==> src/qdws_pkg.sv <==
// ----------------------------------------------------------------------------
// Quadrature decode and wheel sync package
// Shared widths, codes, reset values and the quadrature step table.
// ----------------------------------------------------------------------------
package qdws_pkg;

  // Field widths.
  localparam int unsigned KIND_W      = 2;
  localparam int unsigned PINS_W      = 2;
  localparam int unsigned OUT_COUNT_W = 32;
  localparam int unsigned GAIN_W      = 8;
  localparam int unsigned DRIVE_W     = 15;
  localparam int unsigned TARGET_W    = 16;
  localparam int unsigned CFG_IDX_W   = 2;
  localparam int unsigned CFG_DATA_W  = 15;

  // Error magnitude limit ahead of the gain multiply, and its signed width.
  localparam int unsigned ERR_LIMIT = 65536;
  localparam int unsigned ERR_W     = 18;

  // Width of gain * error plus target, with room for the sign.
  localparam int unsigned SUM_W = GAIN_W + 1 + ERR_W + 1;

  // Configuration reset values.
  localparam logic [GAIN_W-1:0]  SYNC_GAIN_RST     = 8'd40;
  localparam logic [DRIVE_W-1:0] MAX_DRIVE_RST     = 15'd10000;
  localparam logic               REVERSE_RIGHT_RST = 1'b0;

  // Request kinds.
  typedef enum logic [KIND_W-1:0] {
    KIND_SAMPLE = 2'd0,
    KIND_TICK   = 2'd1,
    KIND_CLEAR  = 2'd2
  } kind_e;

  // Configuration register indexes.
  typedef enum logic [CFG_IDX_W-1:0] {
    CFG_SYNC_GAIN     = 2'd0,
    CFG_MAX_DRIVE     = 2'd1,
    CFG_REVERSE_RIGHT = 2'd2
  } cfg_reg_e;

  // Position step indexed by {new pins, previous pins}.
  localparam logic signed [2:0] STEP_TABLE [16] = '{
    3'sd0,  3'sd1,  -3'sd1, 3'sd2,
    -3'sd1, 3'sd0,  -3'sd2, 3'sd1,
    3'sd1,  -3'sd2, 3'sd0,  -3'sd1,
    3'sd2,  -3'sd1, 3'sd1,  3'sd0
  };

endpackage

==> src/quadrature_decode_wheel_sync_unit.sv <==
// ----------------------------------------------------------------------------
// Quadrature decode and wheel sync unit
// Two-wheel quadrature decoder with a proportional loop that steers the
// right wheel drive toward the left wheel's speed.
// ----------------------------------------------------------------------------
// Each request is a pin sample, a control tick or a count clear, and each one
// yields exactly one result with both wheel counts and the right motor drive
// in sign-magnitude form. The unit takes one request per clock cycle when
// not stalled, and each accepted request goes through three internal register
// stages (count delta, delta magnitude, limited error) and the output
// register, where the 9x18 gain multiply, the target add and the drive clamp
// sit. Stages fill bubbles independently, so requests keep flowing while a
// finished result waits on a stalled output. Configuration writes are always
// ready and must be issued while the unit is idle.
module quadrature_decode_wheel_sync_unit #(
  parameter int unsigned COUNT_BITS = 32
) (
  input  logic                                clk_i,
  input  logic                                rst_ni,
  // Configuration write channel.
  input  logic                                cfg_valid_i,
  output logic                                cfg_ready_o,
  input  logic [qdws_pkg::CFG_IDX_W-1:0]      cfg_index_i,
  input  logic [qdws_pkg::CFG_DATA_W-1:0]     cfg_data_i,
  // Request channel.
  input  logic                                in_valid_i,
  output logic                                in_stall_o,
  input  logic [qdws_pkg::KIND_W-1:0]         kind_i,
  input  logic [qdws_pkg::PINS_W-1:0]         left_ab_i,
  input  logic [qdws_pkg::PINS_W-1:0]         right_ab_i,
  // Result channel.
  output logic                                out_valid_o,
  input  logic                                out_stall_i,
  output logic signed [qdws_pkg::OUT_COUNT_W-1:0] left_count_o,
  output logic signed [qdws_pkg::OUT_COUNT_W-1:0] right_count_o,
  output logic                                drive_pin_a_o,
  output logic                                drive_pin_b_o,
  output logic [qdws_pkg::DRIVE_W-1:0]        drive_pwm_o
);
  import qdws_pkg::*;

  // Difference width, wide enough to compare against the error limit.
  localparam int unsigned DiffW = (COUNT_BITS > 17) ? COUNT_BITS : 17;

  // Configuration registers.
  logic [GAIN_W-1:0]  sync_gain_q;
  logic [DRIVE_W-1:0] max_drive_q;
  logic               reverse_right_q;

  // Wheel state.
  logic [PINS_W-1:0]     last_left_q, last_right_q;
  logic [COUNT_BITS-1:0] left_pos_q, left_pos_d;
  logic [COUNT_BITS-1:0] right_pos_q, right_pos_d;
  logic [COUNT_BITS-1:0] left_snap_q, right_snap_q;
  logic signed [TARGET_W-1:0] target_q;

  // Pipeline valid bits and handshake chain.
  logic s1_valid_q, s2_valid_q, s3_valid_q, out_valid_q;
  logic s1_ready, s2_ready, s3_ready, out_ready;
  logic in_fire;

  // Stage payloads.
  logic                   s1_tick_q, s2_tick_q, s3_tick_q;
  logic [COUNT_BITS-1:0]  s1_dl_q, s1_dr_q;
  logic [COUNT_BITS-1:0]  s2_ml_q, s2_mr_q;
  logic signed [ERR_W-1:0] s3_err_q;
  logic [OUT_COUNT_W-1:0] s1_lcnt_q, s1_rcnt_q, s2_lcnt_q, s2_rcnt_q;
  logic [OUT_COUNT_W-1:0] s3_lcnt_q, s3_rcnt_q;
  logic [OUT_COUNT_W-1:0] lcnt_next, rcnt_next;

  // Stage combinational values.
  logic [COUNT_BITS-1:0]  ml_next, mr_next;
  logic                   err_ge;
  logic [DiffW-1:0]       err_mag;
  logic [ERR_W-1:0]       err_sat;
  logic signed [ERR_W-1:0] err_next;
  logic signed [SUM_W-1:0] prod, sum, lim;
  logic signed [TARGET_W-1:0] applied;
  logic                   applied_neg, applied_pos;
  logic [TARGET_W-1:0]    applied_abs;

  // Handshake: each stage loads when it is empty or its content moves on.
  assign out_ready   = !out_valid_q || !out_stall_i;
  assign s3_ready    = !s3_valid_q || out_ready;
  assign s2_ready    = !s2_valid_q || s3_ready;
  assign s1_ready    = !s1_valid_q || s2_ready;
  assign in_fire     = in_valid_i && s1_ready;
  assign in_stall_o  = !s1_ready;
  assign cfg_ready_o = 1'b1;
  assign out_valid_o = out_valid_q;

  // Configuration writes; indexes past the list are ignored.
  always_ff @(posedge clk_i or negedge rst_ni) begin
    if (!rst_ni) begin
      sync_gain_q     <= SYNC_GAIN_RST;
      max_drive_q     <= MAX_DRIVE_RST;
      reverse_right_q <= REVERSE_RIGHT_RST;
    end else if (cfg_valid_i && cfg_ready_o) begin
      case (cfg_reg_e'(cfg_index_i))
        CFG_SYNC_GAIN:     sync_gain_q     <= cfg_data_i[GAIN_W-1:0];
        CFG_MAX_DRIVE:     max_drive_q     <= cfg_data_i;
        CFG_REVERSE_RIGHT: reverse_right_q <= cfg_data_i[0];
        default: ;
      endcase
    end
  end

  // Next positions for the accepted request.
  always_comb begin
    left_pos_d  = left_pos_q;
    right_pos_d = right_pos_q;
    case (kind_e'(kind_i))
      KIND_SAMPLE: begin
        left_pos_d  = left_pos_q + COUNT_BITS'(STEP_TABLE[{left_ab_i, last_left_q}]);
        right_pos_d = right_pos_q + COUNT_BITS'(STEP_TABLE[{right_ab_i, last_right_q}]);
      end
      KIND_CLEAR: begin
        left_pos_d  = '0;
        right_pos_d = '0;
      end
      default: ;
    endcase
  end

  // Counts as reported: sign-extended or truncated to the field width.
  assign lcnt_next = OUT_COUNT_W'(64'($signed(left_pos_d)));
  assign rcnt_next = OUT_COUNT_W'(64'($signed(right_pos_d)));

  // Wheel state updates at acceptance.
  always_ff @(posedge clk_i or negedge rst_ni) begin
    if (!rst_ni) begin
      last_left_q  <= '0;
      last_right_q <= '0;
      left_pos_q   <= '0;
      right_pos_q  <= '0;
      left_snap_q  <= '0;
      right_snap_q <= '0;
    end else if (in_fire) begin
      left_pos_q  <= left_pos_d;
      right_pos_q <= right_pos_d;
      if (kind_e'(kind_i) == KIND_SAMPLE) begin
        last_left_q  <= left_ab_i;
        last_right_q <= right_ab_i;
      end
      if (kind_e'(kind_i) == KIND_TICK) begin
        left_snap_q  <= left_pos_q;
        right_snap_q <= right_pos_q;
      end
    end
  end

  // Pipeline valid bits.
  always_ff @(posedge clk_i or negedge rst_ni) begin
    if (!rst_ni) begin
      s1_valid_q  <= 1'b0;
      s2_valid_q  <= 1'b0;
      s3_valid_q  <= 1'b0;
      out_valid_q <= 1'b0;
    end else begin
      if (s1_ready) begin
        s1_valid_q <= in_fire;
      end
      if (s2_ready) begin
        s2_valid_q <= s1_valid_q;
      end
      if (s3_ready) begin
        s3_valid_q <= s2_valid_q;
      end
      if (out_ready) begin
        out_valid_q <= s3_valid_q;
      end
    end
  end

  // Stage 1: count changes since the last tick.
  always_ff @(posedge clk_i) begin
    if (in_fire) begin
      s1_tick_q <= (kind_e'(kind_i) == KIND_TICK);
      s1_dl_q   <= left_pos_q - left_snap_q;
      s1_dr_q   <= right_pos_q - right_snap_q;
      s1_lcnt_q <= lcnt_next;
      s1_rcnt_q <= rcnt_next;
    end
  end

  // Stage 2: magnitudes of the two's complement deltas.
  assign ml_next = s1_dl_q[COUNT_BITS-1] ? -s1_dl_q : s1_dl_q;
  assign mr_next = s1_dr_q[COUNT_BITS-1] ? -s1_dr_q : s1_dr_q;

  always_ff @(posedge clk_i) begin
    if (s1_valid_q && s2_ready) begin
      s2_tick_q <= s1_tick_q;
      s2_ml_q   <= ml_next;
      s2_mr_q   <= mr_next;
      s2_lcnt_q <= s1_lcnt_q;
      s2_rcnt_q <= s1_rcnt_q;
    end
  end

  // Stage 3: signed error |dL| - |dR|, limited in magnitude.
  always_comb begin
    err_ge  = (s2_ml_q >= s2_mr_q);
    err_mag = err_ge ? DiffW'(s2_ml_q - s2_mr_q) : DiffW'(s2_mr_q - s2_ml_q);
    err_sat = (err_mag > DiffW'(ERR_LIMIT)) ? ERR_W'(ERR_LIMIT) : ERR_W'(err_mag);
    if (!s2_tick_q) begin
      err_next = '0;
    end else if (err_ge) begin
      err_next = $signed(err_sat);
    end else begin
      err_next = -$signed(err_sat);
    end
  end

  always_ff @(posedge clk_i) begin
    if (s2_valid_q && s3_ready) begin
      s3_tick_q <= s2_tick_q;
      s3_err_q  <= err_next;
      s3_lcnt_q <= s2_lcnt_q;
      s3_rcnt_q <= s2_rcnt_q;
    end
  end

  // Output stage: target plus gain * error, clamped to the drive limit.
  // A non-tick request adds zero error, so one clamp serves both the stored
  // target and the applied drive, and it applies a lowered limit to the target.
  always_comb begin
    prod = SUM_W'($signed({1'b0, sync_gain_q}) * s3_err_q);
    sum  = prod + SUM_W'(target_q);
    lim  = $signed(SUM_W'(max_drive_q));
    if (sum > lim) begin
      applied = TARGET_W'(lim);
    end else if (sum < -lim) begin
      applied = TARGET_W'(-lim);
    end else begin
      applied = TARGET_W'(sum);
    end
    applied_neg = applied[TARGET_W-1];
    applied_pos = !applied_neg && (applied != '0);
    applied_abs = applied_neg ? TARGET_W'(-applied) : TARGET_W'(applied);
  end

  // Drive target only moves on a tick.
  always_ff @(posedge clk_i or negedge rst_ni) begin
    if (!rst_ni) begin
      target_q <= '0;
    end else if (s3_valid_q && out_ready && s3_tick_q) begin
      target_q <= applied;
    end
  end

  // Result register; reverse mode swaps the direction pins.
  always_ff @(posedge clk_i) begin
    if (s3_valid_q && out_ready) begin
      left_count_o  <= s3_lcnt_q;
      right_count_o <= s3_rcnt_q;
      drive_pin_a_o <= reverse_right_q ? applied_pos : applied_neg;
      drive_pin_b_o <= reverse_right_q ? applied_neg : applied_pos;
      drive_pwm_o   <= applied_abs[DRIVE_W-1:0];
    end
  end

endmodule

==> config.mk <==
export PLATFORM = sky130hd
export DESIGN_NAME = quadrature_decode_wheel_sync_unit
export DESIGN_NICKNAME = d
export VERILOG_FILES = /design/src/qdws_pkg.sv /design/src/quadrature_decode_wheel_sync_unit.sv
export SDC_FILE = /design/constraint.sdc
export NUM_CORES = 2
export LEC_CHECK = 0
export BUFFER_PORTS_ARGS = -buffer_cell sky130_fd_sc_hd__buf_2
export CORE_MARGIN = 8
export CORE_UTILIZATION = 55
export CTS_CLUSTER_SIZE = 25
export DETAILED_ROUTE_END_ITERATION = 6
export PLACE_DENSITY = 0.81
export SLEW_MARGIN = 20
export SYNTH_ARGS = -nofsm -noshare
export SYNTH_HDL_FRONTEND = slang
export SYNTH_SLANG_ARGS = --single-unit
export TNS_END_PERCENT = 5
==> constraint.sdc <==
create_clock -name clk_i -period 28.6 [get_ports clk_i]
set_input_delay 5.72 -clock clk_i [delete_from_list [all_inputs] [get_ports clk_i]]
set_output_delay 5.72 -clock clk_i [all_outputs]
set_load 0.02 [all_outputs]
# ---- Word-level counts from Yosys, hierarchy flattened
# Memory sizes are Yosys's and may differ from the RTL's.
# Index checks and enable logic that the tools add are counted.
dict set report word_totals {
  romBits 96
  input_bits 28
  output_inout_bits 84
  ff_bits 598
  memories 2
}
# name depth width rd rd_ports_with_merged_regs wr line
set memory_table {}
lappend memory_table {{(no name shown)} 16 3 1 0 0 quadrature_decode_wheel_sync_unit.sv:115} ;# right_pos_d = right_pos_q + COUNT_BITS'(STEP_TABLE[{right_ab_i, last_right_q}]);
lappend memory_table {{(no name shown)} 16 3 1 0 0 quadrature_decode_wheel_sync_unit.sv:114} ;# left_pos_d = left_pos_q + COUNT_BITS'(STEP_TABLE[{left_ab_i, last_left_q}]);
dict set report classes {
  mux 16
  n_mul 1
  n_bitwise 2
  n_addsub 12
  reduce_logical 25
  magnitude_cmp 6
  n_eq_ne 4
}
# cell n
set op_table {}
lappend op_table {{$pmux W32 S2} 2}
lappend op_table {{$sub A32 B32 Y32} 4}
lappend op_table {{$add A32 B32 Y32} 2}
lappend op_table {{$neg A32 Y32} 2}
lappend op_table {{$mux W31} 2}
lappend op_table {{$mux W18} 2}
lappend op_table {{$ge A32 B32 Y1} 1}
lappend op_table {{$gt A32 B17 Y1 const B} 1}
lappend op_table {{$mux W16} 2}
lappend op_table {{$mux W32} 1}
lappend op_table {{$add A27 B16 Y28} 1}
lappend op_table {{$gt A28 B16 Y1} 1}
lappend op_table {{$lt A28 B28 Y1} 1}
lappend op_table {{$neg A15 Y28} 1}
lappend op_table {{$mul A9 B18 Y27} 1}
lappend op_table {{$neg A18 Y18} 1}
lappend op_table {{$reduce_bool A16 Y1} 1}
lappend op_table {{$mux W15} 1}
lappend op_table {{$neg A15 Y15} 1}
lappend op_table {{$mux W3} 4}
lappend op_table {{$ge A5 B5 Y1 const B} 2}
lappend op_table {{$not A4 Y5} 2}
lappend op_table {{$reduce_and A2 Y1} 5}
lappend op_table {{$logic_not A1 Y1} 7}
lappend op_table {{other kinds (6)} 18}

# ---- Longest topological paths before layout
dict set report logic_depth {
  depth_word 8
  depth_mapped 40
}

# ---- Worst setup path before layout
# No wires, ideal clock.
dict set report synth_timing {
  path_kind {in2out}
  start {input out_stall_i}
  end {output in_stall_o}
  cell_stages 3
  t_arrival_ns 6.178
  path_buffers 0
  t_required_ns 22.880
  setup_slack_ns 16.702
  cell_sequence {and3_1 -> nand3_1 -> inv_1}
}
dict set report synth_via {
  elab_chain_len 6
}
# item line
set synth_lines {}
lappend synth_lines {{start, declared} quadrature_decode_wheel_sync_unit.sv:33} ;# input logic out_stall_i,
lappend synth_lines {{$logic_not A1 Y1} quadrature_decode_wheel_sync_unit.sv:83} ;# assign out_ready = !out_valid_q || !out_stall_i;
lappend synth_lines {{$logic_or A1 B1 Y1} quadrature_decode_wheel_sync_unit.sv:83}
lappend synth_lines {{$logic_or A1 B1 Y1} quadrature_decode_wheel_sync_unit.sv:84} ;# assign s3_ready = !s3_valid_q || out_ready;
lappend synth_lines {{$logic_or A1 B1 Y1} quadrature_decode_wheel_sync_unit.sv:85} ;# assign s2_ready = !s2_valid_q || s3_ready;
lappend synth_lines {{$logic_or A1 B1 Y1} quadrature_decode_wheel_sync_unit.sv:86} ;# assign s1_ready = !s1_valid_q || s2_ready;
lappend synth_lines {{$logic_not A1 Y1} quadrature_decode_wheel_sync_unit.sv:88} ;# assign in_stall_o = !s1_ready;
lappend synth_lines {{end, declared} quadrature_decode_wheel_sync_unit.sv:27} ;# output logic in_stall_o,
# Every way passes these cells.

# ---- Worst setup path after layout
# Ends and elaborated chain as after synthesis.

==> parameters.txt <==
Parameter                              Value

Route
  Number of design rule violations left after detail routing ... 0
  Vias post-DR ... about 29000
  Detailed-route wire length ... 90040 um
  Via density per instance ... a little under 6
  WL/cell ... approximately 18 um
  Violation count after the first detailed-route iteration ... 2343
  Pre-antenna DRT Iters ... 5
  Antenna Nets Post-Route ... 0

CTS
  Inserted Clock Buffers ... 60
  Cts-stage hold buffer count ... 0
  Worst-case clock buffer depth ... 3
  Master cell of the clock root buffer ... clkbuf_16
  Worst skew pair latency ... ~0.65 ns
  Setup Buffers After CTS ... 0
  Clock transition time at the flip-flop clock pins of the worst setup and hold paths ... approximately 0.060 ns
  TritonCTS clock tree ... done
  Clk sinks ... 598
  Maximum level of the CTS H-tree ... 2
  Post_cts resized ... 0

Setup path
  List of cells traversed by the critical path ... buf_2 > and3_1 > nand3_1 > inv_1 > buf_2
  Critical Path Fanout Max ... 4
  Largest stage delay, worst path ... 0.26 ns
  Crit end category ... output pin
  Signal arrival time at the worst endpoint ... around 6.5 ns
  Worst-path cell with the longest stage delay ... and3_1
  Most prevalent standard cell on the critical path ... buf_2
  Classification of the worst setup path ... primary input to output pin
  Worst EP required ... 22.88 ns
  Kind of launch point of the worst setup path ... primary input

Logic synthesis
  Proportion of synthesized flip-flops having asynchronous set or reset ... between 20% and 30%
  Net count after synthesis ... 4288
  Number of enable-type register cells in the synthesized netlist ... about 420
  Share of cell area taken by muxes after synthesis ... approximately 3.2%
  Synthesized-area fraction occupied by adder cells ... 16.68%
  Count of mapped cells out of synthesis ... approximately 3800
  Post-synthesis cell area ... 0.03982 mm2
  Compound-Gate Fraction of Synth Area ... 14.53%
  Number of warning messages in the yosys log ... 0
  Number of library cell types mapped by synthesis ... 95
  Area share of and/or/nand/nor cells after synthesis ... 12.64%
  Share of the synthesized netlist area taken by xor and xnor gates ... 4.993%
  Synth Area per Inst ... 10.44 um2
  Combinational family with the most area after synthesis ... adder cells
  Synth Flop Type ... edfxtp_1
  Number of synthesized register bits ... 598
  Share of the yosys chip area belonging to registers ... between 40% and 50%

STA
  Number of hold violations in the final report ... 0
  Clock Skews ... 0.02285 ns
  Final worst path period need ... 12.18 ns
  Total negative setup slack ... 0 ns
  Maximum clock rate ... just over 0.08 GHz
  Final clock period utilization by the worst path ... 42.58%
  Unrepaired setup endpoints after global routing ... false
  Worst slew margin relative to its limit ... about 30%
  Slew at the pin closest to its max-slew limit ... around 1.1 ns
  Final-report setup violation count ... 0
  Max-slew violation total from the final report ... 0

Floorplan
  Core Rows ... 98
  Die Ht ... roughly 290 um
  Starting utilization of the core area ... 55.61%
  Number of top-level pins ... 112
  Die boundary width ... between 200 and 300 um
  Area of the core region ... approximately 0.072 mm2
  Total Die Area ... 0.08127 mm2

Status
  Outcome ... finished, final reports clean

Min path
  Path category of the worst min-delay check ... flip-flop to flip-flop

GRT
  First-pass GRT wire length ... 147000 um
  Maximum number of pins on one net before global-route repair ... 94
  Antenna violations before repair ... 1
  Overflow left after global routing ... 0
  Via count of the first global-routing pass ... 28328
  Overall routing resource usage ... 21.72%

Place
  HPWL after detailed placement ... approximately 66000 um
  IO Port Bufs ... 110
  Gpl congestion ... between 0.9 and 1

Final layout
  Layout-stage area growth over the synthesis result ... 9.618%
  Share of layout cells above drive strength 1 ... just over 10%
  Layout Nets ... 4362

Flow run
  Max-Cap Viols ... 0
==> cell usage after synthesis (12+ instances only) <==
cell type / instances / area share, %
a2111oi_0: 14 / 0.31
a211oi_1: 30 / 0.57
a21o_1: 85 / 1.6
a21oi_1: 194 / 2.4
a22o_1: 41 / 0.90
a31oi_1: 24 / 0.38
and2_1: 89 / 1.4
and3_1: 24 / 0.38
clkbuf_1: 91 / 0.86
dfrtp_1: 169 / 11
edfxtp_1: 422 / 32
fa_1: 145 / 7.3
ha_1: 299 / 9.4
inv_1: 412 / 3.9
mux2_2: 96 / 2.7
mux2i_1: 16 / 0.40
nand2_1: 424 / 4.0
nand2b_1: 35 / 0.55
nand3_1: 57 / 0.72
nand3b_1: 12 / 0.23
nand4_1: 29 / 0.46
nor2_1: 155 / 1.5
nor2b_1: 37 / 0.58
nor3_1: 59 / 0.74
nor4_1: 13 / 0.20
o211ai_1: 24 / 0.45
o21a_1: 32 / 0.60
o21ai_0: 203 / 2.6
o21bai_1: 22 / 0.41
o31ai_1: 45 / 0.85
or2_2: 17 / 0.27
or3_1: 38 / 0.60
or4_1: 19 / 0.36
xnor2_1: 182 / 4.0
xor2_1: 45 / 0.99
==> per-stage QoR <==
stage / util, % / hold slack (ns) / cell area [um2] / setup slack, ns / std cells
6_report: 60.96 / 0.4164 / 43650 / 16.42 / 4893
5_1_grt: 60.95 / 0.4176 / 43650 / 16.35 / 4892
4_1_cts: 60.92 / 0.4155 / 43620 / 16.41 / 4891
3_5_place_dp: 57.63 / 0.4045 / 41270 / 16.41 / 4777
3_3_place_gp: 57.63 / 0.4006 / 41270 / 16.47 / 4777
2_1_floorplan: - / 0.4003 / 39820 / 16.70 / 3816
==> final timing paths <==
check                                   end  cells after the start           start  slack [ns]
setup / recovery                 in_stall_o                      5     out_stall_i       16.42
hold / removal             left_count_o[17]                      0   s3_lcnt_q[17]        0.42
setup reg to reg              drive_pin_a_o                     32  sync_gain_q[2]       17.90
hold reg to reg            left_count_o[17]                      0   s3_lcnt_q[17]        0.42
max in group asynchronous    sync_gain_q[4]                      2          rst_ni       22.34
min in group asynchronous    left_pos_q[10]                      1          rst_ni        5.03
==> placed cells by master, fill, tap and decap left out, types with 16 or more instances in the layout <==
cell type  count
a211oi_1      30
a21o_1        85
a21oi_1      194
a22o_1        41
a31oi_1       24
and2_1        87
and3_1        24
buf_2        109
buf_4         17
bufinv_16     18
clkbuf_16     60
dfrtp_1      169
edfxtp_1     422
fa_1         145
ha_1         299
inv_1        412
mux2_2        96
mux2i_1       16
nand2_1      423
nand2b_1      35
nand3_1       57
nand4_1       29
nor2_1       154
nor2b_1       36
nor3_1        59
o211ai_1      24
o21a_1        32
o21ai_0      203
o21bai_1      22
o31ai_1       45
or2_2         17
or3_1         38
or4_1         19
xnor2_1      182
xor2_1        45
==> area by class of cell <==
class                           instances  area, um2
Antenna cell                            1      2.502
Tap cell                              950       1189
Clock inverter                         42      739.5
Sequential cell                       598      17090
Clock buffer                           72       1617
Timing Repair Buffer                  129      718.2
Fill cell                            5656      27960
Multi-Input combinational cell       2688      20740
Inverter                              413       1555
==> registers in the layout, indices dropped and copies added (netlist names), 2 cells and up <==
register	flops
s2_rcnt_q	32
s1_dr_q	32
s3_lcnt_q	32
right_pos_q	32
right_count_o	32
s1_dl_q	32
right_snap_q	32
last_right_q	2
s2_lcnt_q	32
s2_ml_q	32
s3_rcnt_q	32
left_pos_q	32
s1_rcnt_q	32
left_count_o	32
max_drive_q	15
drive_pwm_o	15
target_q	16
s3_err_q	18
s2_mr_q	32
sync_gain_q	8
left_snap_q	32
s1_lcnt_q	32
last_left_q	2
==> critical path: cells and delay by family <==
| family | cells | cell delay, ns |
|---|---|---|
| simple gates | 2 | 0.43 |
| buf+inv | 3 | 0.32 |
==> cell families after synthesis <==
| family | count (synthesis) |
|---|---|
| fa+ha+maj | 444 |
| buf+inv | 530 |
| other cells | 1 |
| simple gates | 1040 |
| compound gates | 863 |
| mux | 113 |
| flops | 598 |
| xor+xnor | 227 |
==> per-layer routing <==
layer / vias to the layer above / share of wire, % / global-route usage [%]
met2: 817 / 48 / 36.92
met5: - / 0 / 0
li1: 13698 / - / -
met1: 13912 / 43 / 28.74
met3: 156 / 5.4 / 2.871
met4: 0 / 2.9 / 7.041
Power is not shown: default switching activity piles up to over one toggle a cycle in this logic, so the estimate is an artifact.
